--- src/rtl/kts_pkg.sv ---
// Shared types, defaults and helpers for the key-to-slot allocator.
package kts_pkg;

    localparam int SLOTS_DEFAULT = 64;
    localparam int EYES_DEFAULT  = 3;
    localparam int KEY_W         = 64;
    localparam int MASK_W        = 3;
    localparam int EYE_IDX_W     = 2;
    localparam int SLOT_OUT_W    = 6;
    localparam int COMB_OUT_W    = 8;

    typedef struct packed {
        logic give_id;
        logic present;
        logic full;
        logic missing;
    } kts_flags_t;

    function automatic logic [EYE_IDX_W-1:0] eye_index(input logic [MASK_W-1:0] mask);
        logic [EYE_IDX_W-1:0] idx;
        idx = '0;
        for (int b = 0; b < MASK_W; b++)
        begin
            if (mask[b])
            begin
                idx = EYE_IDX_W'(b);
            end
        end
        return idx;
    endfunction

endpackage

--- src/rtl/kts_ram.sv ---
// Generic single-write, single-read RAM with registered read data.
module kts_ram
    import kts_pkg::*;
#(
    parameter int WIDTH = KEY_W,
    parameter int DEPTH = SLOTS_DEFAULT
)
(
    input  logic                     clk,
    input  logic                     we,
    input  logic [$clog2(DEPTH)-1:0] waddr,
    input  logic [WIDTH-1:0]         wdata,
    input  logic                     re,
    input  logic [$clog2(DEPTH)-1:0] raddr,
    output logic [WIDTH-1:0]         rdata
);

    logic [WIDTH-1:0] mem [DEPTH];
    logic [WIDTH-1:0] rdata_reg;

    always_ff @(posedge clk)
    begin
        if (we)
        begin
            mem[waddr] <= wdata;
        end
        if (re)
        begin
            rdata_reg <= mem[raddr];
        end
    end

    assign rdata = rdata_reg;

endmodule

--- src/rtl/kts_ctrl.sv ---
// Scan sequencer: one key compare per cycle over the used slots, then update.
module kts_ctrl
    import kts_pkg::*;
#(
    parameter int SLOTS = SLOTS_DEFAULT
)
(
    input  logic                     clk,
    input  logic                     rst_n,
    input  logic                     go,
    input  logic                     op,
    input  logic [KEY_W-1:0]         key,
    output logic                     busy,
    output logic                     res_valid,
    output logic [$clog2(SLOTS)-1:0] res_slot,
    output kts_flags_t               res_flags
);

    localparam int SLOT_W = $clog2(SLOTS);
    localparam int HW_W   = $clog2(SLOTS + 1);

    localparam logic [1:0] ST_IDLE = 2'd0;
    localparam logic [1:0] ST_SCAN = 2'd1;
    localparam logic [1:0] ST_FIN  = 2'd2;

    logic [1:0]        state_reg, state_next;
    logic              op_reg, op_next;
    logic [KEY_W-1:0]  key_reg, key_next;
    logic [HW_W-1:0]   iss_reg, iss_next;
    logic              pend_reg, pend_next;
    logic [SLOT_W-1:0] pidx_reg, pidx_next;
    logic              hit_reg, hit_next;
    logic [SLOT_W-1:0] hit_idx_reg, hit_idx_next;
    logic              free_reg, free_next;
    logic [SLOT_W-1:0] free_idx_reg, free_idx_next;
    logic [HW_W-1:0]   hw_reg, hw_next;

    logic              rd_en;
    logic [KEY_W-1:0]  rd_data;
    logic              wr_en;
    logic [SLOT_W-1:0] wr_addr;
    logic [KEY_W-1:0]  wr_data;

    kts_ram #(
        .WIDTH (KEY_W),
        .DEPTH (SLOTS)
    ) u_ram (
        .clk   (clk),
        .we    (wr_en),
        .waddr (wr_addr),
        .wdata (wr_data),
        .re    (rd_en),
        .raddr (iss_reg[SLOT_W-1:0]),
        .rdata (rd_data)
    );

    always_comb
    begin
        state_next    = state_reg;
        op_next       = op_reg;
        key_next      = key_reg;
        iss_next      = iss_reg;
        pend_next     = 1'b0;
        pidx_next     = pidx_reg;
        hit_next      = hit_reg;
        hit_idx_next  = hit_idx_reg;
        free_next     = free_reg;
        free_idx_next = free_idx_reg;
        hw_next       = hw_reg;
        rd_en         = 1'b0;
        wr_en         = 1'b0;
        wr_addr       = '0;
        wr_data       = '0;
        res_valid     = 1'b0;
        res_slot      = '0;
        res_flags     = '0;

        unique case (state_reg)
            ST_IDLE:
            begin
                if (go)
                begin
                    op_next   = op;
                    key_next  = key;
                    iss_next  = '0;
                    hit_next  = 1'b0;
                    free_next = 1'b0;
                    state_next = (key == '0) ? ST_FIN : ST_SCAN;
                end
            end
            ST_SCAN:
            begin
                rd_en     = iss_reg < hw_reg;
                pend_next = rd_en;
                pidx_next = iss_reg[SLOT_W-1:0];
                if (rd_en)
                begin
                    iss_next = iss_reg + 1'b1;
                end
                if (pend_reg && rd_data == key_reg)
                begin
                    hit_next     = 1'b1;
                    hit_idx_next = pidx_reg;
                    state_next   = ST_FIN;
                end
                else
                begin
                    if (pend_reg && rd_data == '0)
                    begin
                        free_next     = 1'b1;
                        free_idx_next = pidx_reg;
                    end
                    if (!pend_reg && !rd_en)
                    begin
                        state_next = ST_FIN;
                    end
                end
            end
            ST_FIN:
            begin
                res_valid  = 1'b1;
                state_next = ST_IDLE;
                if (op_reg)
                begin
                    if (hit_reg)
                    begin
                        wr_en             = 1'b1;
                        wr_addr           = hit_idx_reg;
                        res_slot          = hit_idx_reg;
                        res_flags.present = 1'b1;
                    end
                    else
                    begin
                        res_flags.missing = 1'b1;
                    end
                end
                else
                begin
                    priority if (key_reg == '0)
                    begin
                        res_flags.full = 1'b1;
                    end
                    else if (hit_reg)
                    begin
                        res_slot          = hit_idx_reg;
                        res_flags.present = 1'b1;
                        res_flags.give_id = 1'b1;
                    end
                    else if (free_reg)
                    begin
                        wr_en             = 1'b1;
                        wr_addr           = free_idx_reg;
                        wr_data           = key_reg;
                        res_slot          = free_idx_reg;
                        res_flags.give_id = 1'b1;
                    end
                    else if (hw_reg < HW_W'(SLOTS))
                    begin
                        wr_en             = 1'b1;
                        wr_addr           = hw_reg[SLOT_W-1:0];
                        wr_data           = key_reg;
                        res_slot          = hw_reg[SLOT_W-1:0];
                        res_flags.give_id = 1'b1;
                        hw_next           = hw_reg + 1'b1;
                    end
                    else
                    begin
                        res_flags.full = 1'b1;
                    end
                end
            end
            default:
            begin
                state_next = ST_IDLE;
            end
        endcase
    end

    always_ff @(posedge clk or negedge rst_n)
    begin
        if (!rst_n)
        begin
            state_reg <= ST_IDLE;
            pend_reg  <= 1'b0;
            hw_reg    <= '0;
        end
        else
        begin
            state_reg <= state_next;
            pend_reg  <= pend_next;
            hw_reg    <= hw_next;
        end
    end

    always_ff @(posedge clk)
    begin
        op_reg       <= op_next;
        key_reg      <= key_next;
        iss_reg      <= iss_next;
        pidx_reg     <= pidx_next;
        hit_reg      <= hit_next;
        hit_idx_reg  <= hit_idx_next;
        free_reg     <= free_next;
        free_idx_reg <= free_idx_next;
    end

    assign busy = state_reg != ST_IDLE;

endmodule

--- src/rtl/key_to_slot_id_allocator.sv ---
// Top level of the key-to-slot allocator: command port, sequencer and result register.
//
// Usage: drive opcode, key and eye_mask and raise start while busy is low; the
// command beat is taken at that clock edge. opcode 0 looks up a key, or places
// a new key in the highest empty slot below the high-water mark, else at the
// mark. opcode 1 releases the slot that holds the key.
// One result beat per command appears on slot_id, combined_id, was_present,
// table_full and release_missing, marked by done for exactly one cycle. The
// receiver cannot hold it off; the beat must be taken when done is high.
// Flow: an accepted command scans the slots below the high-water mark in order,
// stopping at the first match, then finishes and registers the result; a zero
// key skips the scan.
// The cost is one key compare per cycle against the slot table, read one entry
// per cycle through the table memory's single read port. busy drops at the
// same edge that raises done, so the next start may coincide with done.
// Commands are handled one at a time: start is ignored while busy is high.
// Reset clears the high-water mark, which empties the table at once; no
// clearing pass is needed since only slots below the mark are ever read.
module key_to_slot_id_allocator
    import kts_pkg::*;
#(
    parameter int SLOTS = SLOTS_DEFAULT,
    parameter int EYES  = EYES_DEFAULT
)
(
    input  logic                  clk,
    input  logic                  rst_n,
    input  logic                  start,
    output logic                  busy,
    input  logic                  opcode,
    input  logic [KEY_W-1:0]      key,
    input  logic [MASK_W-1:0]     eye_mask,
    output logic                  done,
    output logic [SLOT_OUT_W-1:0] slot_id,
    output logic [COMB_OUT_W-1:0] combined_id,
    output logic                  was_present,
    output logic                  table_full,
    output logic                  release_missing
);

    localparam int SLOT_W = $clog2(SLOTS);
    localparam int SX_W   = (SLOT_W > SLOT_OUT_W) ? SLOT_W : SLOT_OUT_W;
    localparam int CW     = (SLOT_W + 5 > COMB_OUT_W) ? SLOT_W + 5 : COMB_OUT_W;

    logic                  go;
    logic                  res_valid;
    logic [SLOT_W-1:0]     res_slot;
    kts_flags_t            res_flags;

    logic [MASK_W-1:0]     mask_reg;
    logic                  done_reg;
    logic [SLOT_OUT_W-1:0] slot_id_reg, slot_id_next;
    logic [COMB_OUT_W-1:0] comb_reg, comb_next;
    logic                  present_reg, full_reg, missing_reg;

    logic [SX_W-1:0]       slot_x;
    logic [CW-1:0]         comb_full;

    assign go = start && !busy;

    kts_ctrl #(
        .SLOTS (SLOTS)
    ) u_ctrl (
        .clk       (clk),
        .rst_n     (rst_n),
        .go        (go),
        .op        (opcode),
        .key       (key),
        .busy      (busy),
        .res_valid (res_valid),
        .res_slot  (res_slot),
        .res_flags (res_flags)
    );

    always_comb
    begin
        slot_x       = SX_W'(res_slot);
        slot_id_next = slot_x[SLOT_OUT_W-1:0];
        comb_full    = CW'(res_slot) * CW'(EYES) + CW'(eye_index(mask_reg));
        comb_next    = res_flags.give_id ? comb_full[COMB_OUT_W-1:0] : '0;
    end

    always_ff @(posedge clk or negedge rst_n)
    begin
        if (!rst_n)
        begin
            done_reg <= 1'b0;
        end
        else
        begin
            done_reg <= res_valid;
        end
    end

    always_ff @(posedge clk)
    begin
        if (go)
        begin
            mask_reg <= eye_mask;
        end
        if (res_valid)
        begin
            slot_id_reg <= slot_id_next;
            comb_reg    <= comb_next;
            present_reg <= res_flags.present;
            full_reg    <= res_flags.full;
            missing_reg <= res_flags.missing;
        end
    end

    assign done            = done_reg;
    assign slot_id         = slot_id_reg;
    assign combined_id     = comb_reg;
    assign was_present     = present_reg;
    assign table_full      = full_reg;
    assign release_missing = missing_reg;

endmodule

--- config.mk ---
export PLATFORM = sky130hd
export DESIGN_NAME = key_to_slot_id_allocator
export DESIGN_NICKNAME = d
export VERILOG_FILES = /design/src/rtl/kts_pkg.sv /design/src/rtl/kts_ram.sv /design/src/rtl/kts_ctrl.sv /design/src/rtl/key_to_slot_id_allocator.sv
export SDC_FILE = /design/constraint.sdc
export NUM_CORES = 2
export LEC_CHECK = 0
export ABC_CLOCK_PERIOD_IN_PS = 10500
export BUFFER_PORTS_ARGS = -buffer_cell sky130_fd_sc_hd__buf_2
export CAP_MARGIN = 25
export CORE_ASPECT_RATIO = 1.4
export CORE_MARGIN = 3
export CORE_UTILIZATION = 27
export CTS_BUF_LIST = sky130_fd_sc_hd__clkbuf_4
export CTS_CLUSTER_DIAMETER = 40
export CTS_CLUSTER_SIZE = 10
export DETAILED_ROUTE_END_ITERATION = 7
export SYNTH_ARGS = -nofsm -noshare
export SYNTH_HDL_FRONTEND = slang
export SYNTH_SLANG_ARGS = --single-unit
export TNS_END_PERCENT = 30
--- constraint.sdc ---
create_clock -name clk -period 10.5 [get_ports clk]
set_input_delay 1.05 -clock clk [delete_from_list [all_inputs] [get_ports clk]]
set_output_delay 1.05 -clock clk [all_outputs]
set_load 0.005 [all_outputs]
Word-level counts from Yosys, hierarchy flattened
Memories as Yosys holds them, arrays and structs flattened. A register that Yosys moved wholly into a read port is not among the register bits.
Cells that the tools add are included.
{"block": "word_totals", "ff_bits": 123, "mem_bits_rw": 4096, "inputBits": 71, "output_inout_bits": 19, "elab_cells": 119, "memories": 1}
{"name": "u_ctrl.u_ram.mem", "words": 64, "width": 64, "read_ports": 1, "rd_clocked_by_memory_dff": 1, "wr": 1, "line_no": "kts_ram.sv:18", "text": "logic [WIDTH-1:0] mem [DEPTH];"}
{"block": "classes", "n_addsub": 3, "n_mul": 1, "magnitude_cmp": 2, "n_eq_ne": 9, "muxes": 56, "n_bitwise": 6, "reduce_logical": 23}
{"cell": "64-bit two-way mux", "n": 6}
{"cell": "64-bit zero test", "n": 3}
{"cell": "6-bit two-way mux", "n": 11}
{"cell": "64-bit == test", "n": 1}
{"cell": "1-bit two-way mux", "n": 26}
{"cell": "7-bit by 1-bit adder with 7-bit output (second input constant)", "n": 2}
{"cell": "7-bit two-way mux", "n": 2}
{"cell": "7-bit case mux with 2 select lines", "n": 1}
{"cell": "2-bit two-way mux", "n": 6}
{"cell": "3-bit AND reduction", "n": 3}
{"cell": "8-bit by 2-bit adder with 8-bit output", "n": 1}
{"cell": "6-bit by 2-bit multiplier with 8-bit output (second input constant)", "n": 1}
{"cell": "2-bit AND reduction", "n": 4}
{"cell": "7-bit less-than comparator", "n": 1}
{"cell": "7-bit less-than comparator (second input constant)", "n": 1}
{"cell": "2-bit by 1-bit inequality test with 1-bit output (second input constant)", "n": 3}
{"cell": "1-bit NOT", "n": 6}
{"cell": "6-bit AND reduction", "n": 1}
{"cell": "1-bit logical AND", "n": 4}
{"cell": "4-bit two-way mux", "n": 1}
{"cell": "2-bit inequality test (second input constant)", "n": 2}
{"cell": "1-bit case mux with 2 select lines", "n": 2}
{"cell": "2-bit case mux with 2 select lines", "n": 1}
{"cell": "4-bit AND reduction", "n": 1}
{"cell": "other kinds (7)", "n": 10}

Depth between registers and ports, before layout
{"block": "depth", "depth_word": 9, "mapped_depth": 16, "depth_no_buf": 15}

By module
From an unflattened synthesis, not the netlist that was laid out.
{"block": "unflattened", "cells_unflattened": 7326, "hier_area_um2": 163787.1}
{"mod": "kts_ram", "n_inst": 1, "cells_each": 6783, "area_each_um2": 157352.2, "seq_area_each_um2": 124919.8}
{"mod": "kts_ctrl", "n_inst": 1, "cells_each": 469, "area_each_um2": 5408.9, "seq_area_each_um2": 3012.9}
{"mod": "key_to_slot_id_allocator", "n_inst": 1, "cells_each": 74, "area_each_um2": 1026.0, "seq_area_each_um2": 595.6}

Worst setup path before layout
No wires, ideal clock.
{"block": "synth_path", "path_kind": "reg2reg", "startpoint": "register u_ctrl.key_reg[4]", "endpoint": "memory u_ctrl.u_ram.mem[32][0] (netlist name), enable pin", "arrival_time_ps": 6524, "path_slack_ps": 3398, "stages_incl_launch_ff": 7, "n_path_buf": 1, "cell_sequence": "edfxtp_1 > nor4_1 > nand4_1 > nor4_2 > clkbuf_1 > o2bb2ai_1 > nor3b_1"}
{"block": "synth_between", "elab_chain_cells": 6, "word_cells_on_any_way": 9, "classes_between": "8 x mux; 1 x reduce/logical"}
{"element": "start: declaration", "line_no": "kts_ctrl.sv:28", "text": "logic [KEY_W-1:0] key_reg, key_next;"}
{"element": "start signal: assignment", "line_no": "kts_ctrl.sv:198", "text": "key_reg <= key_next;"}
{"element": "64-bit zero test (*)", "line_no": "kts_ctrl.sv:139", "text": "priority if (key_reg == '0)"}
{"element": "1-bit two-way mux", "line_no": "kts_ctrl.sv:139"}
{"element": "1-bit two-way mux", "line_no": "kts_ctrl.sv:123", "text": "if (op_reg)"}
{"element": "1-bit two-way mux", "line_no": "kts_ctrl.sv:78", "text": "unique case (state_reg)"}
{"element": "1-bit two-way mux", "line_no": "kts_ram.sv:23", "text": "if (we)"}
{"element": "1-bit two-way mux (not written as such)", "line_no": "kts_ram.sv:25", "text": "mem[waddr] <= wdata;"}
{"element": "end: declaration", "line_no": "kts_ram.sv:18"}
Mark *: on every way between the ends. The rest lies on a longest branch, timed or not.

Final worst setup path
{"block": "layout_path", "startpoint": "register u_ctrl.state_reg[0]", "endpoint": "memory u_ctrl.u_ram.mem[55][48] (netlist name), enable pin"}
{"block": "layout_between", "elab_chain_cells": 4, "word_cells_on_any_way": 5, "classes_between": "1 x eq/ne; 4 x mux"}
{"element": "start: declaration", "line_no": "kts_ctrl.sv:26", "text": "logic [1:0] state_reg, state_next;"}
{"element": "start signal: assignment", "line_no": "kts_ctrl.sv:189", "text": "state_reg <= state_next;"}
{"element": "2-bit == test (*)", "line_no": "kts_ctrl.sv:78"}
{"element": "1-bit two-way mux", "line_no": "kts_ctrl.sv:78"}
{"element": "1-bit two-way mux", "line_no": "kts_ram.sv:23"}
{"element": "1-bit two-way mux (not written as such)", "line_no": "kts_ram.sv:25"}
Marks and branches as above.

==> results.py <==
metrics = {
    "floorplan": {
        "core_mm2": 0.602,
        "rows": 337,
        "dieArea_mm2": 0.614,
        "initial_core_util_pct": 27.1,
        "fp.dieH_um": 926,
        "fp.dieW_um": 663,
        "boundaryPins": 90,
    },
    "synth": {
        "synth_edf_count": 4271,
        "synth_area_mm2": 0.163,
        "synth_cell_type_count": 57,
        "ys_seq_elements": 4282,
        "synth_ff_type": "edfxtp_1",
        "synth_top_cell_area_share_pct": 78.6,
        "yosys-top-cells-count": "edfxtp_1, mux4_2, clkbuf_1, a22oi_1, buf_1",
        "avgSynthCellArea_um2": 24.6,
        "synth_area_leaders": "edfxtp_1, mux4_2, a22oi_1",
        "synth_top_area_cell": "edfxtp_1",
        "syn_nets": 6719,
        "async_flop_share_pct": 0.257,
        "netlist_instances": 6626,
        "synth-seq-area-share_pct": 78.7,
        "yosys_warnings": 0,
        "synth.most_common_cell": "edfxtp_1",
    },
    "global_routing": {
        "grt_pass1_wl_um": 629000,
        "track_usage_pct": 14.5,
        "grt_antenna_before_repair": 31,
        "grt_max_degree": 133,
        "grt.overflow.total": 0,
        "grt_pass1_vias": 78700,
    },
    "route": {
        "first_pass_iters": 8,
        "postRouteAntennaNets": 0,
        "wirelength_um": 455000,
        "vias": 76700,
        "wire_per_inst_um": 29.8,
        "drt_iter0_markers": 10300,
        "drc": 4,
        "vias_per_cell": 5.03,
    },
    "worst_setup_path": {
        "critPathSlowestCell": "inv_1",
        "cp_common_cell": "buf_4",
        "critical_path_class": "flop to flop",
        "worst_ep_required_time_ns": 11.52,
        "path_cells": "nand2b_1, inv_1, o21ai_0, a21oi_1, nand3_1, nor2_4, buf_4, buf_4",
        "cpPeakStageDelay_ns": 0.87,
        "start_kind": "flop",
        "critPathMaxFanout": 35,
        "worst_ep_arrival_time_ns": 6.97,
        "end_kind": "flop",
    },
    "clock_tree": {
        "clk_latency_ns": 1.60,
        "cts_resized": 0,
        "post_cts_buffers": 0,
        "cts-htree-levels": 5,
        "clockBufferDepth": 4,
        "clkTransAtPathRegs_ns": 0.11,
        "hold_buffers": 70,
        "tritoncts": "built",
        "cts.sinks": 4282,
        "cts_made_buffers": 480,
        "root_buffer": "clkbuf_4",
    },
    "power": {
        "p_sw_w": 0.0116,
        "p_leak_nw": 52.2,
        "p_per_area_mw_per_mm2": 213,
        "p_int_w": 0.0269,
        "ir_drop_uv": 290,
        "combPwrFrac_pct": 29.1,
        "pwr-share-clk_pct": 19.9,
        "swShare_pct": 30.2,
        "seq_power_share_pct": 51.0,
    },
    "cells_and_area": {
        "drive_above_1_share_pct": 31.2,
        "area_delta_synth_final_pct": 10.6,
        "fill_cells": 57600,
        "largest_register_ffs": 4096,
        "multi_input_area_mm2": 0.0339,
        "final_cells": 15300,
        "nets": 7299,
        "seq_area_mm2": 0.129,
    },
    "timing": {
        "hold_slack_ns": 0.199,
        "setup_viol": 0,
        "timing.final.crit_period_ns": 5.95,
        "fin_crit_sh_pct": 56.7,
        "fmax_mhz": 168,
        "hold_violations": 0,
        "skew_ns": 0.243,
        "rsz0062_at_grt": "no",
        "worst_pin_slew_ns": 1.18,
        "slew_headroom_pct": 21.5,
        "fin_ws_ns": 4.55,
        "fin_tns_setup_ns": 0,
        "maxSlewViolCount": 0,
    },
    "place": {
        "place_congestion": 0.925,
        "dp.cells": 14600,
        "place_ws_ns": 4.89,
        "post-dp-hpwl_um": 247000,
        "io_buffers": 88,
    },
    "status": {
        "outcome": "finished, violations left",
        "violations": "design-rule violations",
    },
    "min_path": {
        "min_path_type": "primary input to flop",
    },
    "job": {
        "drv_cap": 0,
    },
}
==> cell usage in the layout (no fill, tap or decap), drive strengths merged, types with 20 or more instances in the layout <==
master       count
edfxtp        4271
mux4          1280
clkbuf         508
buf            357
a22oi          133
nand2           88
nor2            86
and2            73
dlygate4sd3     70
nor4            66
xor2            44
inv             34
nand4           29
diode           23
clkinv          23
nor2b           22
ha              20
==> critical path: cells and delay by family (launching register included) <==
family / cells / cell delay (ns)
flip-flops: 1 / 0.45
AND/OR/NAND/NOR: 3 / 1.63
AO/OA/AOI/OAI: 2 / 0.84
buffers and inverters: 3 / 2.34
==> final cells by class <==
type,count,share of cell area [%]
Sequential cell,4282,71.2
Multi-Input combinational cell,1989,18.8
Tap cell,7966,5.52
Clock buffer,508,2.11
Timing Repair Buffer,427,2.08
Clock inverter,43,0.232
Inverter,26,0.0547
Antenna cell,23,0.0319
==> cell families (layout without fill, tap and decap cells) <==
kind of cell / after synthesis / in the layout / share of synthesized area, %
AND/OR/NAND/NOR: 433 / 433 / 1.41
AO/OA/AOI/OAI: 197 / 197 / 0.879
multiplexers: 1280 / 1280 / 17.7
buffers and inverters: 355 / 1004 / 0.820
XOR/XNOR: 57 / 57 / 0.310
adder cells (fa/ha/maj): 22 / 22 / 0.178
other: 0 / 23 / 0
flip-flops: 4282 / 4282 / 78.7
==> power by group through the flow <==
stage	logic (W)	clock network, W	registers [W]
2_1_floorplan	0.00764	0	0.0199
3_3_place_gp	0.0112	0	0.0200
3_5_place_dp	0.0113	0	0.0200
4_1_cts	0.0114	0.00792	0.0196
5_1_grt	0.0118	0.00853	0.0197
6_report	0.0112	0.00764	0.0196
==> final timing paths <==
path | start | to | slack [ns] | cells past startpoint
setup / recovery | u_ctrl.state_reg[0] | u_ctrl.u_ram.mem[55][48] | 4.55 | 8
hold / removal | eye_mask[1] | mask_reg[1] | 0.20 | 2
setup reg to reg | u_ctrl.state_reg[0] | u_ctrl.u_ram.mem[55][48] | 4.55 | 8
hold reg to reg | u_ctrl.pidx_reg[3] | u_ctrl.hit_idx_reg[3] | 0.46 | 0
max in group asynchronous | rst_n | u_ctrl.hw_reg[0] | 9.43 | 3
min in group asynchronous | rst_n | u_ctrl.hw_reg[1] | 0.58 | 3
==> layer usage <==
layer | GRT usage [%] | wire length (µm) | vias up
met5 | 0 | 119 | -
met4 | 4.96 | 16000 | 18
met3 | 3.14 | 41900 | 773
met2 | 24.8 | 229000 | 4030
met1 | 18.0 | 168000 | 42100
li1 | - | - | 29800
==> stage by stage <==
stage | power, W | util (%) | cell area, µm²
after CTS | 0.0389 | 29.9 | 180000
after global placement | 0.0312 | 29.1 | 175000
after detailed placement | 0.0313 | 29.1 | 175000
after global routing | 0.0399 | 30.0 | 181000
final | 0.0385 | 30.0 | 181000
after floorplan | 0.0275 | - | 163000
(Power assumes the default switching activity.)
